File: config.mk
export PLATFORM = sky130hd
export DESIGN_NAME = fn_div
export DESIGN_NICKNAME = d
export VERILOG_FILES = /design/src/sv/feature_normalizer_macros.svh /design/src/sv/fn_pkg.sv /design/src/sv/fn_div.sv
export SDC_FILE = /design/constraint.sdc
export NUM_CORES = 1
export LEC_CHECK = 0
export ABC_CLOCK_PERIOD_IN_PS = 4800
export BUFFER_PORTS_ARGS = -buffer_cell sky130_fd_sc_hd__buf_2
export CORE_ASPECT_RATIO = 0.9
export CORE_UTILIZATION = 58
export DETAILED_ROUTE_END_ITERATION = 7
export PLACE_DENSITY = 0.92
export SYNTH_ARGS = -nofsm -noshare
export SYNTH_HDL_FRONTEND = slang
export SYNTH_SLANG_ARGS = --single-unit
File: constraint.sdc
create_clock -name i_clk -period 4.8 [get_ports i_clk]
set_clock_uncertainty 0.05 [all_clocks]
set_input_delay 0.48 -clock i_clk [delete_from_list [all_inputs] [get_ports i_clk]]
set_output_delay 0.48 -clock i_clk [all_outputs]
set_load 0.05 [all_outputs]
File: src/sv/feature_normalizer_macros.svh
// Assertion helpers used by the feature normalizer to check its own logic.
`ifndef FEATURE_NORMALIZER_MACROS_SVH
`define FEATURE_NORMALIZER_MACROS_SVH

// The consequent must hold in the same cycle as the antecedent.
`define FN_ASSERT_IMP(lbl, clk, rst_n, ante, cons, msg) \
    lbl: assert property (@(posedge clk) disable iff (!rst_n) (ante) |-> (cons)) \
        else $error(msg);

// The consequent must hold in the cycle after the antecedent.
`define FN_ASSERT_NXT(lbl, clk, rst_n, ante, cons, msg) \
    lbl: assert property (@(posedge clk) disable iff (!rst_n) (ante) |=> (cons)) \
        else $error(msg);

`endif

File: src/sv/fn_pkg.sv
package fn_pkg;

    localparam int MAX_SAMPLES_DEF  = 1024;
    localparam int MAX_FEATURES_DEF = 16;
    localparam int VALUE_BITS_DEF   = 32;

    localparam int SCALE_W    = 32;
    localparam int FRAC_SHIFT = 24;
    localparam int SAT_SHIFT  = 39;

    localparam logic [1:0] CMD_STORE   = 2'd0;
    localparam logic [1:0] CMD_COMPUTE = 2'd1;
    localparam logic [1:0] CMD_READ    = 2'd2;

    localparam logic [1:0] ST_OK        = 2'd0;
    localparam logic [1:0] ST_DEGEN     = 2'd1;
    localparam logic [1:0] ST_SAT       = 2'd2;
    localparam logic [1:0] ST_NOT_READY = 2'd3;

    localparam logic [1:0] CFG_MODE     = 2'd0;
    localparam logic [1:0] CFG_SAMPLES  = 2'd1;
    localparam logic [1:0] CFG_FEATURES = 2'd2;

    localparam logic [1:0] MODE_MINMAX = 2'd2;

    typedef enum logic [3:0] {
        S_IDLE,
        S_READ_WAIT,
        S_READ_DIV,
        S_READ_OUT,
        S_COL,
        S_SCAN,
        S_MEAN_DIV,
        S_VAR_SCAN,
        S_VAR_DIV,
        S_SQRT,
        S_COL_WR
    } t_state;

endpackage

File: src/sv/fn_div.sv
module fn_div #(
    parameter int NW = 80,
    parameter int DW = fn_pkg::SCALE_W
) (
    input  logic          i_clk,
    input  logic          i_rst_n,
    input  logic          i_start,
    input  logic [NW-1:0] i_num,
    input  logic [DW-1:0] i_den,
    output logic          o_done,
    output logic [NW-1:0] o_quo
);

    localparam int CW = $clog2(NW + 1);

    logic          r_busy;
    logic          r_done;
    logic [CW-1:0] r_cnt;
    logic [DW-1:0] r_rem;
    logic [DW-1:0] r_den;
    logic [NW-1:0] r_num;
    logic [DW:0]   rem_s;
    logic [DW:0]   rem_d;
    logic          qbit;

    always_comb begin
        rem_s = {r_rem, r_num[NW-1]};
        qbit  = (rem_s >= {1'b0, r_den});
        rem_d = qbit ? (rem_s - {1'b0, r_den}) : rem_s;
    end

    always_ff @(posedge i_clk) begin
        if (!i_rst_n) begin
            r_busy <= 1'b0;
            r_done <= 1'b0;
        end else begin
            r_done <= 1'b0;
            if (i_start) begin
                r_busy <= 1'b1;
            end else if (r_busy && r_cnt == CW'(NW - 1)) begin
                r_busy <= 1'b0;
                r_done <= 1'b1;
            end
        end
        if (i_start) begin
            r_cnt <= '0;
            r_rem <= '0;
            r_den <= i_den;
            r_num <= i_num;
        end else if (r_busy) begin
            r_cnt <= r_cnt + CW'(1);
            r_rem <= rem_d[DW-1:0];
            r_num <= {r_num[NW-2:0], qbit};
        end
    end

    assign o_done = r_done;
    assign o_quo  = r_num;

endmodule
==> flow_summary.ini, run 1 <==
[sta]
fin_setup_tns_ns = 0
drv_slew = 0
fmax_ghz = 0.280
finalCritPeriodShare_pct = 74.4
min_period_ns = 3.57
setup_viol = 0
slew-limit-headroom_pct = 28.3
worst_pin_slew_ns = 1.08
rsz0062_at_grt = no
finalHoldViolCount = 0

[pwr]
ir_drop_mv = 0.310
power_leakage_nw = 4.19
power_density_nw_per_um2 = 398

[cts]
cts_tree = yes
postCtsSetupBuffers = 0
clk_pin_slew_ns = 0.07
cts_sinks = 153
cts-root-buf = clkbuf_16
post_cts_resize_count = 0
holdBufCountCts = 0
cts_inserted_buffers = 17
cts_max_level = 4
worstSkewPairLatency_ns = 0.43
clock_path_buffers = 2

[placement]
dpl-instance-area_um2 = 9280
place.gp.congestion = 0.947
hpwl_um = 14600
port-buffer-count = 195

[routing]
ant_nets = 0
viasPerCell = 6.00
wl_per_cell_um = 19.1
dr_total_vias = 6692
drtPass1Iterations = 7
route.detailed.drc = 0
drt_wl_total_um = 21300
drt_iter0_drc = 680

[logic_synthesis]
avgSynthCellArea_um2 = 11.2
synth_enable_flop_cells = 112
synthAdderAreaFrac_pct = 5.29
ys_seq_elements = 153
synth-simple-area-share_pct = 11.5
ys_top_cells_by_count = edfxtp_1 (112), mux2_2 (80), nor2_1 (57)
synth_most_common_cell = edfxtp_1
synth_area_um2 = 8190
ys_top_cells_by_area = edfxtp_1 (41%), mux2_2 (11%), dfxtp_1 (10%), ha_1 (5.0%), nor2_1 (2.6%)
synth_ff_type = edfxtp_1
synth_top_area_share_pct = 41.1
synth_cell_types = 65
synthMuxAreaShare_pct = 11.5
yosysTopAreaCell = edfxtp_1
yosysWarnings = 0
synthXorXnorAreaFrac_pct = 2.78
synthesis.nets = 881
async_flop_share_pct = 0
synth_top_family_by_area = compound AO/OA/AOI/OAI gates
yosysSeqAreaShare_pct = 51.1
synth_compound_area_share_pct = 13.9
synthCells = 732

[final_layout]
nets = 1062
n_fill_cell = 914
num_antenna_cells = 0
syn_to_final_growth_pct = 20.8
layout-drive-gt1-share_pct = 35.4
fin_area_um2 = 9890
final-seq-area_um2 = 4190
multi_input_area_um2 = 3690

[global_route]
antenna_found_initial = 0
grt_first_pass_wirelength_um = 33200
grt_util_all_layers_pct = 29.9
grt_overflow = 0
grt_pass1_vias = 6597
grt_max_degree = 83

[floorplan]
die_y_um = 115
rows = 40
start_util_pct = 60.4
die_w_um = 127
core_area_um2 = 13600
ios = 196
dieArea_um2 = 14600

[setup_path]
r2r-end = r_rem[4]$_SDFFE_PP0P_
path_cells = inv_1 -> ha_1 -> nand2_1 -> or3_4 -> a211oi_4 -> nor4_4 -> nor3_2 -> o21a_1 -> o21ai_0 -> a311oi_1
r2r_cells = 10
slowest_stage = o21a_1
r2r_slack_ns = 1.23
cp_top_family = compound AO/OA/AOI/OAI gates
crit_path_end_kind = flip-flop
crit_type = reg2reg
crit_arrival_ns = 3.85
cp-start-kind = flip-flop
r2r_start = r_den[8]$_DFFE_PP_
worstPathRequired_ns = 5.08
worstPathMaxFanout = 28
cp.buffers_inverters = 1
max_stage_delay_ns = 0.88

[min_path]
min-delay-start = i_den[12]
hold_depth = 1
hold_path_class = in2reg
hold_path_end = r_den[12]$_DFFE_PP_

[job]
cap_violations = 0

[run_status]
status = complete, no violations
==> worst reg2reg max path, stage by stage, from the launching register on <==
cell	delay, ns
edfxtp_1	0.33
inv_1	0.04
ha_1	0.40
nand2_1	0.14
or3_4	0.37
a211oi_4	0.24
nor4_4	0.11
nor3_2	0.33
o21a_1	0.88
o21ai_0	0.26
a311oi_1	0.33
==> metal layers <==
| metal | share of wire (%) | track usage (%) |
|---|---|---|
| met1 | 40 | 36.4 |
| met2 | 50 | 50.1 |
| met3 | 7.8 | 8.08 |
| met4 | 2.9 | 13.7 |
| met5 | 0 | 0 |
==> cell type report <==
cell class / count / share of cell area [%]
sequential: 153 / 42.3
clock buffer: 17 / 4.30
multi-input combinational: 500 / 37.3
timing repair buffer: 200 / 10.3
tap: 189 / 2.39
clock inverter: 15 / 1.85
inverter: 41 / 1.56
==> power by group <==
part,leakage (nW),internal [mW],switching (mW)
registers,1.45,1.56,0.0789
logic,2.43,0.303,0.605
clock network,0.301,0.789,0.599
==> kinds of logic after synthesis <==
family          Yosys count
compound gates          162
xor+xnor                 26
fa+ha+maj                34
buf+inv                  79
flops                   153
mux                      84
simple gates            194
==> state kept, by name (all words and copies together) (netlist names) <==
name,count
o_quo,80
r_den,32
r_busy,1
r_cnt,7
o_done,1
r_rem,32
==> metrics by stage <==
stage               utilization [%]  hold WS [ns]  total power [mW]  worst slack (ns)  instances
detailed placement             68.4         0.430              2.55              1.34       1083
global route                   72.9         0.149              4.06              1.03       1115
finish                         72.9         0.168              3.93              1.23       1115
CTS                            72.9         0.158              3.93              1.29       1115
floorplan                         -         0.391              2.31              1.87        732
global placement               68.4         0.420              2.52              1.44       1083
==> cells in the final DEF, fill, tap and decap left out, types with 9 or more instances in the layout <==
master | synthesis | layout
buf_2 | 2 | 194
edfxtp_1 | 112 | 112
mux2_2 | 80 | 80
nor2_1 | 57 | 56
nand2_1 | 40 | 40
dfxtp_1 | 41 | 40
inv_1 | 40 | 39
nand3_1 | 37 | 37
a21oi_1 | 33 | 33
ha_1 | 33 | 33
a311oi_1 | 24 | 24
o21ai_0 | 19 | 19
xnor2_1 | 18 | 18
clkbuf_16 | 0 | 17
a21o_1 | 16 | 16
nor3_1 | 15 | 15
o21ai_1 | 16 | 15
o21a_1 | 9 | 9
==> worst max path at each step <==
stage                         from  cells past startpoint                      to
4_1_cts         r_den[8]$_DFFE_PP_                     10   r_rem[4]$_SDFFE_PP0P_
3_5_place_dp    r_den[5]$_DFFE_PP_                     10   r_rem[1]$_SDFFE_PP0P_
6_report        r_den[8]$_DFFE_PP_                     10   r_rem[4]$_SDFFE_PP0P_
3_3_place_gp    r_den[5]$_DFFE_PP_                     10   r_rem[1]$_SDFFE_PP0P_
5_1_grt         r_den[7]$_DFFE_PP_                     10   r_rem[3]$_SDFFE_PP0P_
2_1_floorplan  o_quo[79]$_DFFE_PP_                     11  r_rem[30]$_SDFFE_PP0P_
Note: power is estimated with default switching activity, not from simulation.
==> run 2, diff against run 1 <==
- ABC_CLOCK_PERIOD_IN_PS: 4800 -> 2900
- CORE_UTILIZATION: 58 -> 49
- PLACE_DENSITY: 0.92 -> 0.84
- clock period: 4.8 -> 2.9 ns (I/O delays scaled with it)
==> flow_summary.ini, run 2 (synthesized netlist as in run 1, its figures left out) <==
[min_path]
hold_depth = 1
min-delay-start = i_den[0]
hold_path_class = in2reg

[floorplan]
core_area_um2 = 16200
dieArea_um2 = 17200
rows = 44
start_util_pct = 50.4
die_w_um = 138
ios = 196
die_y_um = 125

[setup_path]
r2r_cells = 11
r2r-end = r_rem[11]$_SDFFE_PP0P_
r2r_start = r_den[8]$_DFFE_PP_
crit_arrival_ns = 3.08
r2r_slack_ns = 0.09
cp-start-kind = flip-flop
crit_path_end_kind = flip-flop
crit_type = reg2reg
worstPathMaxFanout = 19
startpoint = r_den[8]$_DFFE_PP_
endpoint = r_rem[11]$_SDFFE_PP0P_
worstPathRequired_ns = 3.17

[global_route]
grt_pass1_vias = 6558
grt_max_degree = 90
antenna_found_initial = 0
grt_util_all_layers_pct = 24.0
grt_first_pass_wirelength_um = 32700
grt_overflow = 0

[sta]
slew-limit-headroom_pct = 53.7
fmax_ghz = 0.356
fin_setup_tns_ns = 0
min_period_ns = 2.81
worst_pin_slew_ns = 0.693
finalHoldViolCount = 0
rsz0062_at_grt = yes
drv_slew = 0
setup_viol = 0
hold_slack_ns = 0.0333
finalCritPeriodShare_pct = 96.7

[routing]
wl_per_cell_um = 17.1
dr_total_vias = 6701
drt_iter0_drc = 646
drtPass1Iterations = 8
route.detailed.drc = 10
ant_nets = 0
drt_wl_total_um = 20300
viasPerCell = 5.64

[placement]
dp_cells = 1124
hpwl_um = 14300
place.gp.congestion = 0.961
port-buffer-count = 195

[pwr]
power_density_nw_per_um2 = 617
seq_power_share_pct = 41.5
switchingPower_mw = 2.10
finalPower_mw = 6.47
share_comb_of_total_power_pct = 24.7
p_sw_share_pct = 32.5
ir_drop_mv = 0.515
power.internal_mw = 4.37
power_leakage_nw = 4.43
clock_power_share_pct = 33.7

[final_layout]
nets = 1117
mostFrequentLayoutCell = buf_2
multi_input_area_um2 = 3760
final_cell_mix = buf_2 (195), edfxtp_1 (112), mux2_2 (80)
final-seq-area_um2 = 4180
largest_register_ff_count = 80
layout-drive-gt1-share_pct = 37.2
n_fill_cell = 1268
syn_to_final_growth_pct = 28.1
fin_cells = 1188
num_antenna_cells = 0

[cts]
cts-root-buf = clkbuf_16
clock_path_buffers = 2
cts_inserted_buffers = 17
cts_max_level = 4
cts_sinks = 153
worstSkewPairLatency_ns = 0.43
postCtsSetupBuffers = 0
clk_pin_slew_ns = 0.07
cts_tree = yes

[run_status]
violations = DRC
status = complete, but fails checks

[job]
cap_violations = 0
-- run 2: worst max-delay path: stages (launching register included) --
cell and delay, ns:
edfxtp_1 0.36, inv_1 0.07, ha_2 0.31, a211oi_2 0.24
nand2_1 0.07, o21a_1 0.21, nor4_4 0.32, nor3_2 0.10
o21a_2 0.25, buf_12 0.16, o211a_1 0.24, a2111oi_2 0.32
-- run 2: metal layers --
metal / GRT usage, % / share of wire (%)
met2: 37.8 / 47
met1: 32.0 / 43
met5: 0 / 0
met4: 9.65 / 2.4
met3: 5.65 / 7.4
-- run 2: area by class of cell --
class,instances,share of cell area (%)
repair buffers,255,14.8
flip-flops and latches,153,39.9
well taps,207,2.47
inverters,41,1.48
clock buffers,17,4.06
multi-input cells,500,35.8
clock inverters,15,1.49
-- run 2: per-stage QoR --
stage	util, %	worst slack [ns]	area, µm²
5_1_grt	64.6	-0.0217	10500
3_5_place_dp	58.6	0.00118	9520
2_1_floorplan	-	0.00945	8190
6_report	64.6	0.0946	10500
3_3_place_gp	58.6	0.0600	9520
4_1_cts	64.1	0.0414	10400
-- run 2: power groups by stage --
stage	Sequential, mW	Clock (mW)	Combinational (mW)
final	2.69	2.18	1.60
after detailed placement	2.73	0	1.53
after global placement	2.72	0	1.51
after global routing	2.71	2.33	1.71
after CTS	2.69	2.23	1.57
after floorplan	3.13	0	0.705
-- run 2: worst min path at each step --
| stage | endpoint | slack (ns) |
|---|---|---|
| finish | r_den[0]$_DFFE_PP_ | 0.03 |
| global route | r_den[0]$_DFFE_PP_ | 0.008 |
| CTS | r_den[0]$_DFFE_PP_ | 0.02 |
| detailed placement | r_rem[31]$_SDFFE_PP0P_ | 0.41 |
| global placement | r_rem[31]$_SDFFE_PP0P_ | 0.40 |
| floorplan | r_den[0]$_DFFE_PP_ | 0.34 |
-- run 2: timing repair --
| item | CTS | global route |
|---|---|---|
| cloned | 0 | 1 |
| hold endpoints to repair | 31 | 0 |
| pin swaps | 0 | 3 |
| setup endpoints to repair | 1 | 30 |
| gates resized for setup | 1 | 17 |
| hold buffers | 31 | 0 |
==> run 3, diff against run 2 <==
- CORE_ASPECT_RATIO: 0.9 -> not set
- SETUP_SLACK_MARGIN: not set -> 0.4
==> flow_summary.ini, run 3 (synthesized netlist as in run 1, its figures left out) <==
[global_route]
grt_first_pass_wirelength_um = 37700
grt_overflow = 0
grt_max_degree = 55
grt_pass1_vias = 7421
antenna_found_initial = 1
grt_util_all_layers_pct = 28.3

[job]
cap_violations = 0

[sta]
fmax_ghz = 0.340
worst_pin_slew_ns = 0.765
min_period_ns = 2.94
slew-limit-headroom_pct = 49.0
rsz0062_at_grt = yes
setup_ws_ns = -0.0441
drv_slew = 0
setup_viol = 5
finalCritPeriodShare_pct = 102
finalHoldViolCount = 0

[setup_path]
r2r_cells = 13
crit_path_end_kind = flip-flop
startpoint = r_den[8]$_DFFE_PP_
r2r-end = r_rem[19]$_SDFFE_PP0P_
cp-start-kind = flip-flop
crit_arrival_ns = 3.20
worstPathMaxFanout = 7
worstPathRequired_ns = 3.15
r2r_slack_ns = -0.04
r2r_start = r_den[8]$_DFFE_PP_
crit_type = reg2reg

[pwr]
power_leakage_nw = 4.78
finalPower_mw = 6.90
share_comb_of_total_power_pct = 27.6
power_density_nw_per_um2 = 596
switchingPower_mw = 2.41
clock_power_share_pct = 33.3
ir_drop_mv = 0.512
power.internal_mw = 4.49
p_sw_share_pct = 35.0
seq_power_share_pct = 39.1

[min_path]
min-delay-start = i_rst_n
hold_path_class = in2reg
hold_depth = 3
hold_path_end = r_busy$_SDFFE_PN0P_

[routing]
drt_wl_total_um = 25600
route.detailed.drc = 0
drt_iter0_drc = 623
dr_total_vias = 7400
wl_per_cell_um = 20.6
viasPerCell = 5.94
drtPass1Iterations = 7
ant_nets = 0

[placement]
place_ws_ns = 0.0626
place.gp.congestion = 0.912
port-buffer-count = 195
hpwl_um = 15800

[cts]
cts-root-buf = clkbuf_16
worstSkewPairLatency_ns = 0.44
cts_tree = yes
cts_max_level = 4
clock_path_buffers = 2
clk_pin_slew_ns = 0.08
cts_inserted_buffers = 17
cts_sinks = 153

[floorplan]
die_w_um = 131
ios = 196
rows = 46
dieArea_um2 = 17200
core_area_um2 = 16100
die_y_um = 131
start_util_pct = 50.8

[final_layout]
syn_to_final_growth_pct = 41.5
mostFrequentLayoutCell = buf_2
final_cell_mix = buf_2 (194), edfxtp_1 (112), mux2_2 (79)
layout-drive-gt1-share_pct = 48.9
nets = 1164
largest_register_ff_count = 80

[run_status]
violations = setup timing
status = complete, but fails checks
## run 3: critical path, cell delays in order (launching register included)
cell,delay [ns]
edfxtp_1,0.38
inv_2,0.08
ha_4,0.22
a211oi_2,0.20
nand2_1,0.12
o21a_1,0.23
nor4_4,0.30
nor3_2,0.09
buf_4,0.15
o21a_4,0.23
buf_6,0.14
buf_12,0.14
nor2_1,0.34
o311ai_1,0.14
## run 3: per-stage QoR
stage / hold WS, ns / cell area [µm²] / cells / setup TNS (ns) / util (%)
after CTS: 0.0309 / 11200 / 1227 / 0 / 69.5
final: 0.0411 / 11600 / 1245 / -0.114 / 71.9
after global placement: 0.417 / 9610 / 1134 / 0 / 59.6
after global routing: 0.0458 / 11600 / 1245 / -0.339 / 71.9
after detailed placement: 0.418 / 9610 / 1134 / 0 / 59.6
after floorplan: 0.339 / 8290 / 732 / 0 / -
## run 3: final cells by class
cell class / instances / area, µm²
clock buffers: 17 / 425
multi-input cells: 500 / 4340
diodes: 1 / 2.50
well taps: 216 / 270
inverters: 41 / 160
fillers: 1094 / 4530
clock inverters: 15 / 188
repair buffers: 302 / 2010
flip-flops and latches: 153 / 4190
## run 3: power groups by stage
stage               logic (mW)  clock network (mW)  registers [mW]
finish                    1.91                2.30            2.70
global route              2.00                2.39            2.72
CTS                       1.76                2.31            2.69
detailed placement        1.56                   0            2.73
global placement          1.53                   0            2.73
floorplan                0.728                   0            3.13
## run 3: timing repair
item | 4_1_cts | 5_1_grt
gates resized for setup | 84 | 57
hold buffers | 32 | 0
hold endpoints to repair | 32 | 0
endpoints found under the setup margin | 33 | 33
pin swaps | 60 | 44
cloned | 4 | 0
setup buffers | 25 | 17
## run 3: layer usage
layer / GRT usage, % / vias up / part of all wire, %
met3: 7.48 / 114 / 8.7
met2: 49.4 / 469 / 51
met1: 31.1 / 3492 / 36
met5: 0 / - / 0
li1: - / 3325 / -
met4: 15.9 / 0 / 4.8
## run 3: worst max path at each step
stage / cells after the start / slack, ns / end
finish: 13 / -0.04 / r_rem[19]$_SDFFE_PP0P_
CTS: 12 / 0.18 / r_rem[28]$_SDFFE_PP0P_
detailed placement: 11 / 0.06 / r_rem[1]$_SDFFE_PP0P_
global placement: 11 / 0.14 / r_rem[25]$_SDFFE_PP0P_
floorplan: 11 / 0.24 / r_rem[30]$_SDFFE_PP0P_
global route: 14 / -0.07 / r_rem[14]$_SDFFE_PP0P_
