### config.mk
export PLATFORM = sky130hd
export DESIGN_NAME = fn_ram
export DESIGN_NICKNAME = d
export VERILOG_FILES = /design/src/sv/feature_normalizer_macros.svh /design/src/sv/fn_ram.sv
export SDC_FILE = /design/constraint.sdc
export NUM_CORES = 1
export LEC_CHECK = 0
export BUFFER_PORTS_ARGS = -buffer_cell sky130_fd_sc_hd__buf_2
export CAP_MARGIN = 15
export CORE_ASPECT_RATIO = 2
export CORE_MARGIN = 3
export CORE_UTILIZATION = 55
export DETAILED_ROUTE_END_ITERATION = 7
export PLACE_DENSITY_LB_ADDON = 0.2
export SYNTH_ARGS = -nofsm -noshare
export SYNTH_HDL_FRONTEND = slang
export SYNTH_SLANG_ARGS = --single-unit
### constraint.sdc
create_clock -name i_clk -period 3.36 [get_ports i_clk]
set_clock_uncertainty 0.05 [all_clocks]
set_input_delay 0.336 -clock i_clk [delete_from_list [all_inputs] [get_ports i_clk]]
set_output_delay 0.336 -clock i_clk [all_outputs]
set_load 0.01 [all_outputs]
### src/sv/feature_normalizer_macros.svh
// Assertion helpers used by the feature normalizer to check its own logic.
`ifndef FEATURE_NORMALIZER_MACROS_SVH
`define FEATURE_NORMALIZER_MACROS_SVH

// The consequent must hold in the same cycle as the antecedent.
`define FN_ASSERT_IMP(lbl, clk, rst_n, ante, cons, msg) \
    lbl: assert property (@(posedge clk) disable iff (!rst_n) (ante) |-> (cons)) \
        else $error(msg);

// The consequent must hold in the cycle after the antecedent.
`define FN_ASSERT_NXT(lbl, clk, rst_n, ante, cons, msg) \
    lbl: assert property (@(posedge clk) disable iff (!rst_n) (ante) |=> (cons)) \
        else $error(msg);

`endif

### src/sv/fn_ram.sv
module fn_ram #(
    parameter int WIDTH = 32,
    parameter int DEPTH = 16
) (
    input  logic                                  i_clk,
    input  logic                                  i_we,
    input  logic [(DEPTH > 1 ? $clog2(DEPTH) : 1)-1:0] i_waddr,
    input  logic [WIDTH-1:0]                      i_wdata,
    input  logic [(DEPTH > 1 ? $clog2(DEPTH) : 1)-1:0] i_raddr,
    output logic [WIDTH-1:0]                      o_rdata
);

    logic [WIDTH-1:0] r_mem [DEPTH];
    logic [WIDTH-1:0] r_rdata;

    always_ff @(posedge i_clk) begin
        if (i_we) begin
            r_mem[i_waddr] <= i_wdata;
        end
        r_rdata <= r_mem[i_raddr];
    end

    assign o_rdata = r_rdata;

endmodule

==> metrics.csv, run 1 <==
stage,metric,value,unit
status,status,finished clean,
placement,IO Port Bufs,73,
hold_path,min-delay src,i_wdata[10],
cts,setup bufs post-CTS,0,
power_and_ir_drop,Sw Share,20.1,%
cts,CTS Sinks,544,
detailed_routing,DR vias,8943,
yosys,post-synthesis mux area share,14.5,%
detailed_routing,Starting DRT DRC Count,681,
global_routing,number of global-route vias before repair,9386,
sta,Max Freq,0.595,GHz
power_and_ir_drop,Net Sw Power,0.00274,W
cts,H-tree Lvls,2,
cells_and_area,Antenna Cells,0,
detailed_routing,WL/cell,28.6,µm
yosys,post-synthesis xor/xnor area fraction,0,%
cells_and_area,Fillers,2263,
cts,CTS tree,built,
hold_path,Hold/Removal Path Class,primary input to flip-flop,
floorplan,die width,140,µm
yosys,average cell area after synthesis,23.7,µm²
floorplan,IO Count,74,
setup_path,R2R Path Start,r_mem[3][12]$_DFFE_PP_,
power_and_ir_drop,Clock power frac,39.2,%
floorplan,row cnt,97,
setup_path,Setup CP Type,primary input to flip-flop,
sta,Least-Margin Pin Slew,0.904,ns
sta,RSZ-0062 raised after global routing,false,
detailed_routing,Via density,6.25,
sta,Final Cycle Share,50.0,%
job,maxcap violations,0,
yosys,area fraction of the dominant cell type after synthesis,77.4,%
yosys,simple-gate share of the synthesized area,1.27,%
sta,final setup fails,0,
setup_path,CP startpoint kind,primary input,
setup_path,Reg2Reg Depth,3,
yosys,count of cell types in the netlist,18,
yosys,Syn. warnings,0,
detailed_routing,# DRC,0,
cells_and_area,area delta synth->final,13.9,%
cts,CTS Hold Bufs,0,
yosys,Mapped Cells,838,
cts,Root Buffer,clkbuf_16,
setup_path,CP arrival,1.88,ns
sta,Max Slew Vio Count,0,
global_routing,grt ovf,0,
yosys,post-synthesis cell area,19900,µm²
sta,Slew headroom,39.6,%
setup_path,Critical Path RT,3.56,ns
yosys,register area share after synthesis,80.7,%
global_routing,largest net degree at the start of global routing,54,
placement,Post-DP HPWL,22.7,mm
power_and_ir_drop,Peak VDD IR,0.000443,V
sta,TNS Setup,0,ns
cts,Num CTS Buffers,45,
setup_path,reg2reg end,o_rdata[12]$_DFF_P_,
global_routing,initial antenna violation count,1,
yosys,Seq cells post-synth,544,
cells_and_area,share of cells above drive strength 1,32.9,%
placement,Placer Congestion,0.734,
sta,min Tclk post-route,1.68,ns
floorplan,core area,35300,µm²
yosys,leading area contributor after synthesis,edfxtp_1,
cts,Worst-path clk slew,0.07,ns
floorplan,Die Span Y,275,µm
power_and_ir_drop,Combinational Power Share,5.0,%
power_and_ir_drop,Flop pwr share,55.8,%
setup_path,Worst Setup EP,r_mem[6][29]$_DFFE_PP_,
global_routing,global-route wire length before repair,61.5,mm
floorplan,Initial Utilization,56.2,%
cells_and_area,"most common cell after layout, fill and taps aside",edfxtp_1,
cts,# resized after CTS,0,
power_and_ir_drop,static leakage,7.28,nW
cells_and_area,most frequent cells in the layout,"edfxtp_1, mux4_2, buf_2",
yosys,largest family of logic cells by synthesized area,multiplexers,
power_and_ir_drop,PD cells,604,nW/µm²
power_and_ir_drop,internal power,0.0109,W
yosys,Synth area leaders,"edfxtp_1, mux4_2, dfxtp_1",
cts,clk buf depth,3,
cells_and_area,Nets,990,
yosys,Mapped Nets,880,
sta,final hold violations,0,
setup_path,CP endpoint kind,flip-flop,
cts,worst skew pair latency,0.56,ns
detailed_routing,post-route ant nets,0,
setup_path,crit-path max FO,17,
detailed_routing,final wirelength,40.9,mm
setup_path,flop2flop setup slack,1.89,ns
detailed_routing,DR pass1 iterations,5,
setup_path,Crit. Startpoint,i_waddr[3],
yosys,Synth Area in Adders,0,%
global_routing,GRT Resource Usage Total,21.7,%
floorplan,Die Area,38600,µm²
cells_and_area,Post-Route Utilization,64.0,%
yosys,Synth Area in Compound Gates,2.42,%
-- how the worst min path moves through the flow --
stage | depth (start not counted) | end | slack, ns
floorplan | 0 | r_mem[0][0]$_DFFE_PP_ | 0.38
global placement | 3 | o_rdata[24]$_DFF_P_ | 0.60
detailed placement | 3 | o_rdata[24]$_DFF_P_ | 0.61
CTS | 1 | r_mem[15][19]$_DFFE_PP_ | 0.07
global route | 1 | r_mem[0][26]$_DFFE_PP_ | 0.1
finish | 1 | r_mem[12][10]$_DFFE_PP_ | 0.1
-- Yosys cell counts --
cell,number
and2_1,1
dfxtp_1,32
nand2b_1,2
buf_1,9
buf_2,4
a22oi_1,64
buf_4,11
nor2b_1,2
or3b_2,1
clkbuf_1,17
nand3b_1,2
nand2_1,33
buf_6,2
mux4_2,128
nand3_1,1
nor2_1,13
nor3_1,4
edfxtp_1,512
-- power by group through the flow --
stage / Clock, W / Combinational, W / Sequential (W)
final: 0.00536 / 0.000680 / 0.00763
after CTS: 0.00546 / 0.000693 / 0.00763
after floorplan: 0 / 0.000364 / 0.00779
after detailed placement: 0 / 0.000692 / 0.00778
after global routing: 0.00572 / 0.000734 / 0.00763
after global placement: 0 / 0.000679 / 0.00777
-- critical path, cell delays in order --
cell and delay (ns):
buf_2 0.12, nand3b_1 0.36, nor2_4 0.71, buf_4 0.33
-- registers in the layout, indices dropped and copies added, names as in the netlist --
| name | count |
|---|---|
| r_mem | 512 |
| o_rdata | 32 |
-- layer usage --
layer	part of all wire, %	global-route usage [%]
met2	53	37.4
met5	0.032	0
met1	39	29.4
met3	4.5	2.70
met4	2.8	7.10
-- final cells by class --
cell class	instances	area [µm²]	share of cell area [%]
tap	445	557	2.46
timing repair buffer	106	762	3.37
sequential	544	16000	70.8
clock buffer	60	1270	5.64
clock inverter	24	254	1.12
multi-input combinational	251	3760	16.6
-- per-stage QoR --
stage / hold slack (ns) / instances / instance area [µm²] / setup slack (ns) / power, W
after detailed placement: 0.605 / 1346 / 21100 / 1.06 / 0.00847
after global placement: 0.598 / 1346 / 21100 / 1.05 / 0.00845
after floorplan: 0.385 / 838 / 19900 / 0.0947 / 0.00815
final: 0.0994 / 1430 / 22600 / 1.68 / 0.0137
after global routing: 0.0950 / 1430 / 22600 / 1.51 / 0.0141
after CTS: 0.0691 / 1430 / 22600 / 1.65 / 0.0138
-- cells by family after synthesis --
logic type             Yosys count
buffers and inverters           43
DFF                            544
and+or+nand+nor                 59
muxes                          128
AOI/OAI and AO/OA               64
(Power assumes the default switching activity.)
==> run 2: changes to the inputs <==
==> constraint.sdc (replaced) <==
create_clock -name i_clk -period 1.5 [get_ports i_clk]
set_clock_uncertainty 0.05 [all_clocks]
set_input_delay 0.15 -clock i_clk [delete_from_list [all_inputs] [get_ports i_clk]]
set_output_delay 0.15 -clock i_clk [all_outputs]
set_load 0.01 [all_outputs]
==> run 2 against run 1 <==
  * Worst setup slack got worse by 1.6 ns
  * Clock power is 120% higher
  * Cell count up 5.5%
  * Combinational power rose to 2.7 times the previous value
  * First-iteration DRC count is 36% higher
  * Largest power group unchanged
==> metrics.csv, run 2 (same netlist as run 1, synthesis figures left out) <==
stage,metric,value,unit,change
status,status,finished clean,,
floorplan,Die Span Y,275,µm,unchanged
power_and_ir_drop,Clock power frac,38.2,%,-1.0 points
cells_and_area,Antenna Cells,0,,unchanged
power_and_ir_drop,Combinational Power Share,6.0,%,+1.0 points
cts,CTS Sinks,544,,unchanged
detailed_routing,DR vias,9265,,+3.6%
setup_path,CP arrival,1.80,ns,-0.08 ns
sta,Max Freq,0.692,GHz,
setup_path,CP endpoint kind,flip-flop,,
cells_and_area,final std cells w/o fill,1508,,+5.5%
detailed_routing,# DRC,0,,unchanged
floorplan,Initial Utilization,56.2,%,unchanged
cells_and_area,max reg flops,512,,unchanged
cts,Root Buffer,clkbuf_16,,
setup_path,flop2flop setup slack,0.05,ns,-1.84 ns
placement,DP Area,22100,µm²,+4.8%
setup_path,crit path cell chain,"mux4_2, a22oi_1, nand2_1",,
cells_and_area,Nets,1071,,+8.2%
cells_and_area,Post-Route Utilization,67.6,%,+3.6 points
global_routing,initial antenna violation count,0,,-1
power_and_ir_drop,static leakage,7.84,nW,+7.7%
detailed_routing,Starting DRT DRC Count,928,,+36%
sta,Least-Margin Pin Slew,0.473,ns,-0.431 ns
placement,Placer Congestion,0.742,,+1.2%
floorplan,core area,35300,µm²,unchanged
cells_and_area,"most common cell after layout, fill and taps aside",edfxtp_1,,
cts,setup bufs post-CTS,0,,unchanged
cells_and_area,Largest Register,r_mem,,
floorplan,die width,140,µm,unchanged
detailed_routing,final wirelength,42.2,mm,+3.1%
setup_path,slowest cell on the critical path,mux4_2,,
global_routing,global-route wire length before repair,63.6,mm,+3.5%
global_routing,largest net degree at the start of global routing,33,,-39%
power_and_ir_drop,Flop pwr share,55.9,%,about the same
cts,H-tree Lvls,2,,unchanged
cells_and_area,area delta synth->final,20.3,%,
sta,Final Cycle Share,96.3,%,
cts,worst skew pair latency,0.55,ns,about the same
cts,# resized after CTS,0,,unchanged
power_and_ir_drop,Sw Share,19.8,%,-0.28 points
sta,final setup fails,0,,unchanged
sta,final hold violations,0,,unchanged
placement,Cells after DPL,1396,,+3.7%
sta,min Tclk post-route,1.45,ns,
detailed_routing,post-route ant nets,0,,unchanged
detailed_routing,DR pass1 iterations,5,,unchanged
detailed_routing,Via density,6.14,,-1.8%
sta,Max Slew Vio Count,0,,unchanged
global_routing,GRT Resource Usage Total,22.4,%,+0.66 points
setup_path,crit-path max FO,1,,-16
power_and_ir_drop,PD cells,1280,nW/µm²,+110%
floorplan,row cnt,97,,unchanged
setup_path,"slowest stage delay, CP",0.46,ns,-0.25 ns
job,maxcap violations,0,,unchanged
cells_and_area,Fillers,2220,,-1.9%
setup_path,Critical Path RT,1.86,ns,-1.70 ns
cells_and_area,share of cells above drive strength 1,35.0,%,+2.1 points
floorplan,IO Count,74,,unchanged
floorplan,Die Area,38600,µm²,unchanged
placement,Post-DP HPWL,23.4,mm,+3.1%
global_routing,grt ovf,0,,unchanged
power_and_ir_drop,Net Sw Power,0.00605,W,+120%
cts,clk buf depth,3,,unchanged
cells_and_area,Final Cell Area,23900,µm²,+5.6%
power_and_ir_drop,Peak VDD IR,0.000936,V,+110%
cts,CTS tree,built,,
cells_and_area,most frequent cells in the layout,"edfxtp_1, mux4_2, buf_2",,
placement,IO Port Bufs,73,,unchanged
setup_path,Setup CP Type,flip-flop to flip-flop,,
power_and_ir_drop,internal power,0.0245,W,+120%
detailed_routing,WL/cell,28.0,µm,-2.2%
cts,Num CTS Buffers,44,,-2.2%
hold_path,Hold/Removal Path Class,primary input to flip-flop,,
setup_path,CP startpoint kind,flip-flop,,
cts,Worst-path clk slew,0.07,ns,about the same
global_routing,number of global-route vias before repair,10000,,+7.1%
sta,Slew headroom,68.5,%,+29 points
sta,RSZ-0062 raised after global routing,false,,
run 2: final timing paths:
kind / startpoint / to / cells past startpoint
setup reg to reg: r_mem[1][30]$_DFFE_PP_ / o_rdata[30]$_DFF_P_ / 3
hold / removal: i_raddr[0] / o_rdata[26]$_DFF_P_ / 4
setup / recovery: r_mem[1][30]$_DFFE_PP_ / o_rdata[30]$_DFF_P_ / 3
hold reg to reg: r_mem[15][20]$_DFFE_PP_ / o_rdata[20]$_DFF_P_ / 3
run 2: routing by layer:
layer / vias up / GRT usage [%] / share of wire, %
li1: 3936 / - / -
met1: 4956 / 28.9 / 37
met2: 307 / 40.2 / 55
met3: 66 / 3.11 / 5.3
met4: 0 / 6.30 / 2.3
met5: - / 0 / 0
run 2: critical path: cells and delay by family, from the launching register on:
kind	cells	cell delay (ns)
DFF	1	0.37
muxes	1	0.46
AOI/OAI and AO/OA	1	0.27
and+or+nand+nor	1	0.15
run 2: layout make-up:
cell class	count	area, µm²	share of cell area (%)
repair buffers	188	2060	8.62
flip-flops and latches	544	16000	67.0
well taps	445	557	2.33
multi-input cells	251	3790	15.9
clock inverters	32	329	1.38
clock buffers	48	1140	4.76
run 2: power by group through the flow:
stage | Sequential, W | Clock (W) | Combinational (W)
floorplan | 0.0174 | 0 | 0.000840
global placement | 0.0174 | 0 | 0.00174
detailed placement | 0.0174 | 0 | 0.00177
CTS | 0.0171 | 0.0119 | 0.00185
global route | 0.0171 | 0.0125 | 0.00195
finish | 0.0171 | 0.0117 | 0.00182
run 2: what timing repair did:
| action | CTS | global route |
|---|---|---|
| endpoints found under the hold margin | 512 | 0 |
| hold buffers | 32 | 0 |
| setup endpoints to repair | 0 | 0 |
run 2: metrics by stage:
stage	worst slack, ns	hold WS [ns]	total power (W)	setup TNS (ns)
final	0.0548	0.133	0.0306	0
after global routing	0.000261	0.137	0.0315	0
after CTS	0.0292	0.120	0.0309	0
after detailed placement	-0.176	0.483	0.0192	-17.52
after global placement	-0.181	0.461	0.0191	-14.94
after floorplan	-0.409	0.199	0.0183	-50.94
==> run 3: changes to the inputs <==
--- a/config.mk
+++ b/config.mk
@@ -5,11 +5,12 @@
 export SDC_FILE = /design/constraint.sdc
 export NUM_CORES = 1
 export LEC_CHECK = 0
+export ABC_AREA = 1
 export BUFFER_PORTS_ARGS = -buffer_cell sky130_fd_sc_hd__buf_2
 export CAP_MARGIN = 15
 export CORE_ASPECT_RATIO = 2
 export CORE_MARGIN = 3
-export CORE_UTILIZATION = 55
+export CORE_UTILIZATION = 56
 export DETAILED_ROUTE_END_ITERATION = 7
 export PLACE_DENSITY_LB_ADDON = 0.2
 export SYNTH_ARGS = -nofsm -noshare
==> run 3 against run 2 <==
  * Via count up 65%
  * Largest cell class unchanged
  * Clock power rose by 5%
  * Clock-buffer cell count up 14
  * Sequential share of layout area fell by 6.4 points
  * Power is 3.7% higher
  * Critical path type is now flip-flop to output pin
==> metrics.csv, run 3 <==
stage,metric,value,unit,change
detailed_routing,WL/cell,19.7,µm,-29%
cts,worst skew pair latency,0.57,ns,+0.02 ns
yosys,ys flop type,edfxtp_1,,
cells_and_area,Fillers,2907,,+31%
cts,Worst-path clk slew,0.07,ns,about the same
detailed_routing,DR vias,15300,,+65%
sta,WHS,0.0583,ns,-0.0745 ns
floorplan,Initial Utilization,57.1,%,+0.86 points
detailed_routing,# DRC,0,,unchanged
setup_path,Reg2Reg Depth,6,,+3
cells_and_area,Final Cell Area,26400,µm²,+11%
yosys,Post-synth EDFFs,512,,unchanged
yosys,Mapped Cells,2120,,+150%
cts,CTS Sinks,544,,unchanged
cts,CTS tree,built,,
detailed_routing,post-route ant nets,0,,unchanged
cts,setup bufs post-CTS,0,,unchanged
floorplan,row cnt,103,,+6.2%
setup_path,CP endpoint kind,output pin,,
floorplan,Die Area,43200,µm²,+12%
global_routing,global-route wire length before repair,86.1,mm,+35%
power_and_ir_drop,Combinational Power Share,7.3,%,+1.3 points
setup_path,flop2flop setup slack,0.39,ns,+0.34 ns
cells_and_area,final std cells w/o fill,2823,,+87%
yosys,leading area contributor after synthesis,edfxtp_1,,
power_and_ir_drop,Flop pwr share,53.9,%,-2.0 points
detailed_routing,Via density,5.40,,-12%
cts,Root Buffer,clkbuf_16,,
global_routing,largest net degree at the start of global routing,65,,+97%
setup_path,"slowest stage delay, CP",0.42,ns,-0.04 ns
power_and_ir_drop,static leakage,11.3,nW,+44%
yosys,most common cell in the netlist,nand2_1,,
floorplan,Die Span Y,291,µm,+5.9%
placement,DP Area,24500,µm²,+11%
yosys,Post-synth ARST share,0,%,unchanged
sta,Max Freq,0.729,GHz,+5.4%
setup_path,CP startpoint kind,flip-flop,,
job,maxcap violations,0,,unchanged
yosys,Syn. warnings,0,,unchanged
cts,Num CTS Buffers,46,,+4.5%
floorplan,die width,148,µm,+5.8%
sta,Final Cycle Share,91.4,%,-4.9 points
sta,Slew headroom,73.1,%,+4.6 points
sta,final hold violations,0,,unchanged
yosys,register area share after synthesis,70.5,%,-10 points
power_and_ir_drop,Clock power frac,38.9,%,+0.7 points
setup_path,Crit. Startpoint,o_rdata[17]$_DFF_P_,,
placement,Placer Congestion,0.883,,+19%
setup_path,slowest cell on the critical path,dfxtp_1,,
sta,min Tclk post-route,1.37,ns,-0.0736 ns
detailed_routing,DR pass1 iterations,8,,+3
cells_and_area,area delta synth->final,16.2,%,
hold_path,Hold Path Stages,4,,unchanged
global_routing,GRT Resource Usage Total,25.9,%,+3.5 points
status,status,finished clean,,
cells_and_area,"most common cell after layout, fill and taps aside",nand2_1,,
yosys,count of cell types in the netlist,15,,-3
cells_and_area,share of cells above drive strength 1,11.0,%,-24 points
floorplan,core area,39800,µm²,+13%
detailed_routing,Starting DRT DRC Count,1448,,+56%
yosys,post-synthesis cell area,22700,µm²,+14%
global_routing,grt ovf,0,,unchanged
placement,IO Port Bufs,73,,unchanged
setup_path,R2R Path Start,r_mem[1][19]$_DFFE_PP_,,
yosys,Synth area leaders,"edfxtp_1, nand2_1, nand3_1",,
power_and_ir_drop,Peak VDD IR,0.00120,V,+28%
setup_path,crit path cell chain,buf_2,,
setup_path,CP arrival,1.17,ns,-0.63 ns
cells_and_area,max reg flops,512,,unchanged
placement,Cells after DPL,2705,,+94%
power_and_ir_drop,Sw Share,21.8,%,+2.1 points
setup_path,Worst Setup EP,o_rdata[17],,
yosys,average cell area after synthesis,10.7,µm²,-55%
yosys,Seq cells post-synth,544,,unchanged
sta,RSZ-0062 raised after global routing,false,,
setup_path,"delay-heaviest family, CP",flip-flops,,
hold_path,Hold/Removal Path Class,primary input to flip-flop,,
detailed_routing,final wirelength,55.6,mm,+32%
setup_path,Critical Path RT,1.30,ns,-0.56 ns
yosys,area fraction of the dominant cell type after synthesis,67.6,%,-9.8 points
setup_path,Setup CP Type,flip-flop to output pin,,
setup_path,reg2reg end,o_rdata[19]$_DFF_P_,,
setup_path,WP buf/inv,1,,+1
cells_and_area,Nets,2302,,+110%
cts,H-tree Lvls,2,,unchanged
floorplan,IO Count,74,,unchanged
cells_and_area,Largest Register,r_mem,,
power_and_ir_drop,internal power,0.0248,W,+1.0%
placement,Post-DP HPWL,34.4,mm,+47%
yosys,Mapped Nets,2162,,+150%
global_routing,number of global-route vias before repair,15600,,+55%
power_and_ir_drop,PD cells,1200,nW/µm²,-6.2%
sta,final setup fails,0,,unchanged
global_routing,initial antenna violation count,4,,+4
sta,Least-Margin Pin Slew,0.403,ns,-0.0703 ns
yosys,Post-synth top cells,"nand2_1, edfxtp_1, inv_1, nand3_1, buf_2",,
setup_path,crit-path max FO,1,,unchanged
power_and_ir_drop,Net Sw Power,0.00692,W,+14%
cts,clk buf depth,3,,unchanged
setup_path,instance count on the critical path,1,,-2
cells_and_area,most frequent cells in the layout,"nand2_1, edfxtp_1, inv_1",,
sta,Max Slew Vio Count,0,,unchanged
-- run 3: cell count changes after synthesis, sizes merged, moves of 64 or more --
cell,change
a22oi,-64
nand3,+384
inv,+390
buf,+65
mux4,-128
nand2,+644
-- run 3: worst min-delay path by stage --
stage,start,end,slack (ns)
finish,i_raddr[3],o_rdata[17]$_DFF_P_,0.06
global placement,o_rdata[6]$_DFF_P_,o_rdata[6],0.50
global route,i_raddr[3],o_rdata[18]$_DFF_P_,0.04
floorplan,i_wdata[0],r_mem[0][0]$_DFFE_PP_,0.20
CTS,i_raddr[3],o_rdata[17]$_DFF_P_,0.03
detailed placement,o_rdata[21]$_DFF_P_,o_rdata[21],0.50
-- run 3: routing by layer --
metal | wire length, µm | share of wire (%) | GRT usage [%] | up-vias
met2 | 29300 | 53 | 46.1 | 622
li1 | - | - | - | 7112
met5 | 13 | 0.023 | 0 | -
met3 | 3400 | 6.1 | 3.15 | 125
met4 | 2190 | 3.9 | 11.2 | 2
met1 | 20700 | 37 | 31.6 | 7397
-- run 3: power by group through the flow --
stage / clock, W / sequential, W / combinational, W
5_1_grt: 0.0131 / 0.0171 / 0.00253
4_1_cts: 0.0125 / 0.0171 / 0.00232
2_1_floorplan: 0 / 0.0174 / 0.00117
3_3_place_gp: 0 / 0.0174 / 0.00220
6_report: 0.0123 / 0.0171 / 0.00231
3_5_place_dp: 0 / 0.0174 / 0.00224
-- run 3: logic make-up (layout without fill, tap and decap cells) --
| family | Yosys count | count (layout) | synth area share [%] |
|---|---|---|---|
| other | 0 | 2 | 0 |
| buffers and inverters | 495 | 671 | 9.54 |
| AND/OR/NAND/NOR | 1081 | 1081 | 20.0 |
| flip-flops | 544 | 544 | 70.5 |
-- run 3: final cells by class --
class                   instances  area (µm²)  share of cell area [%]
multi-input cells            1081        4670                    17.7
flip-flops and latches        544       16000                    60.6
diodes                          2        5.00                  0.0189
inverters                     390        1470                    5.57
well taps                     525         657                    2.49
clock inverters                22         292                    1.10
repair buffers                197        2040                    7.72
clock buffers                  62        1270                    4.82
-- run 3: timing repair --
action / 4_1_cts / 5_1_grt
hold buffers: 32 / 0
hold endpoints to repair: 512 / 0
gates resized for setup: 0 / 0
-- run 3: through the flow --
| step | util [%] | total power [W] | worst slack, ns | setup TNS (ns) |
|---|---|---|---|---|
| after floorplan | - | 0.0186 | -0.233 | -98.88 |
| after global placement | 61.6 | 0.0196 | 0.0394 | 0 |
| after detailed placement | 61.6 | 0.0197 | 0.0239 | 0 |
| after CTS | 66.3 | 0.0319 | 0.0958 | 0 |
| after global routing | 66.3 | 0.0327 | 0.0946 | 0 |
| final | 66.3 | 0.0317 | 0.128 | 0 |
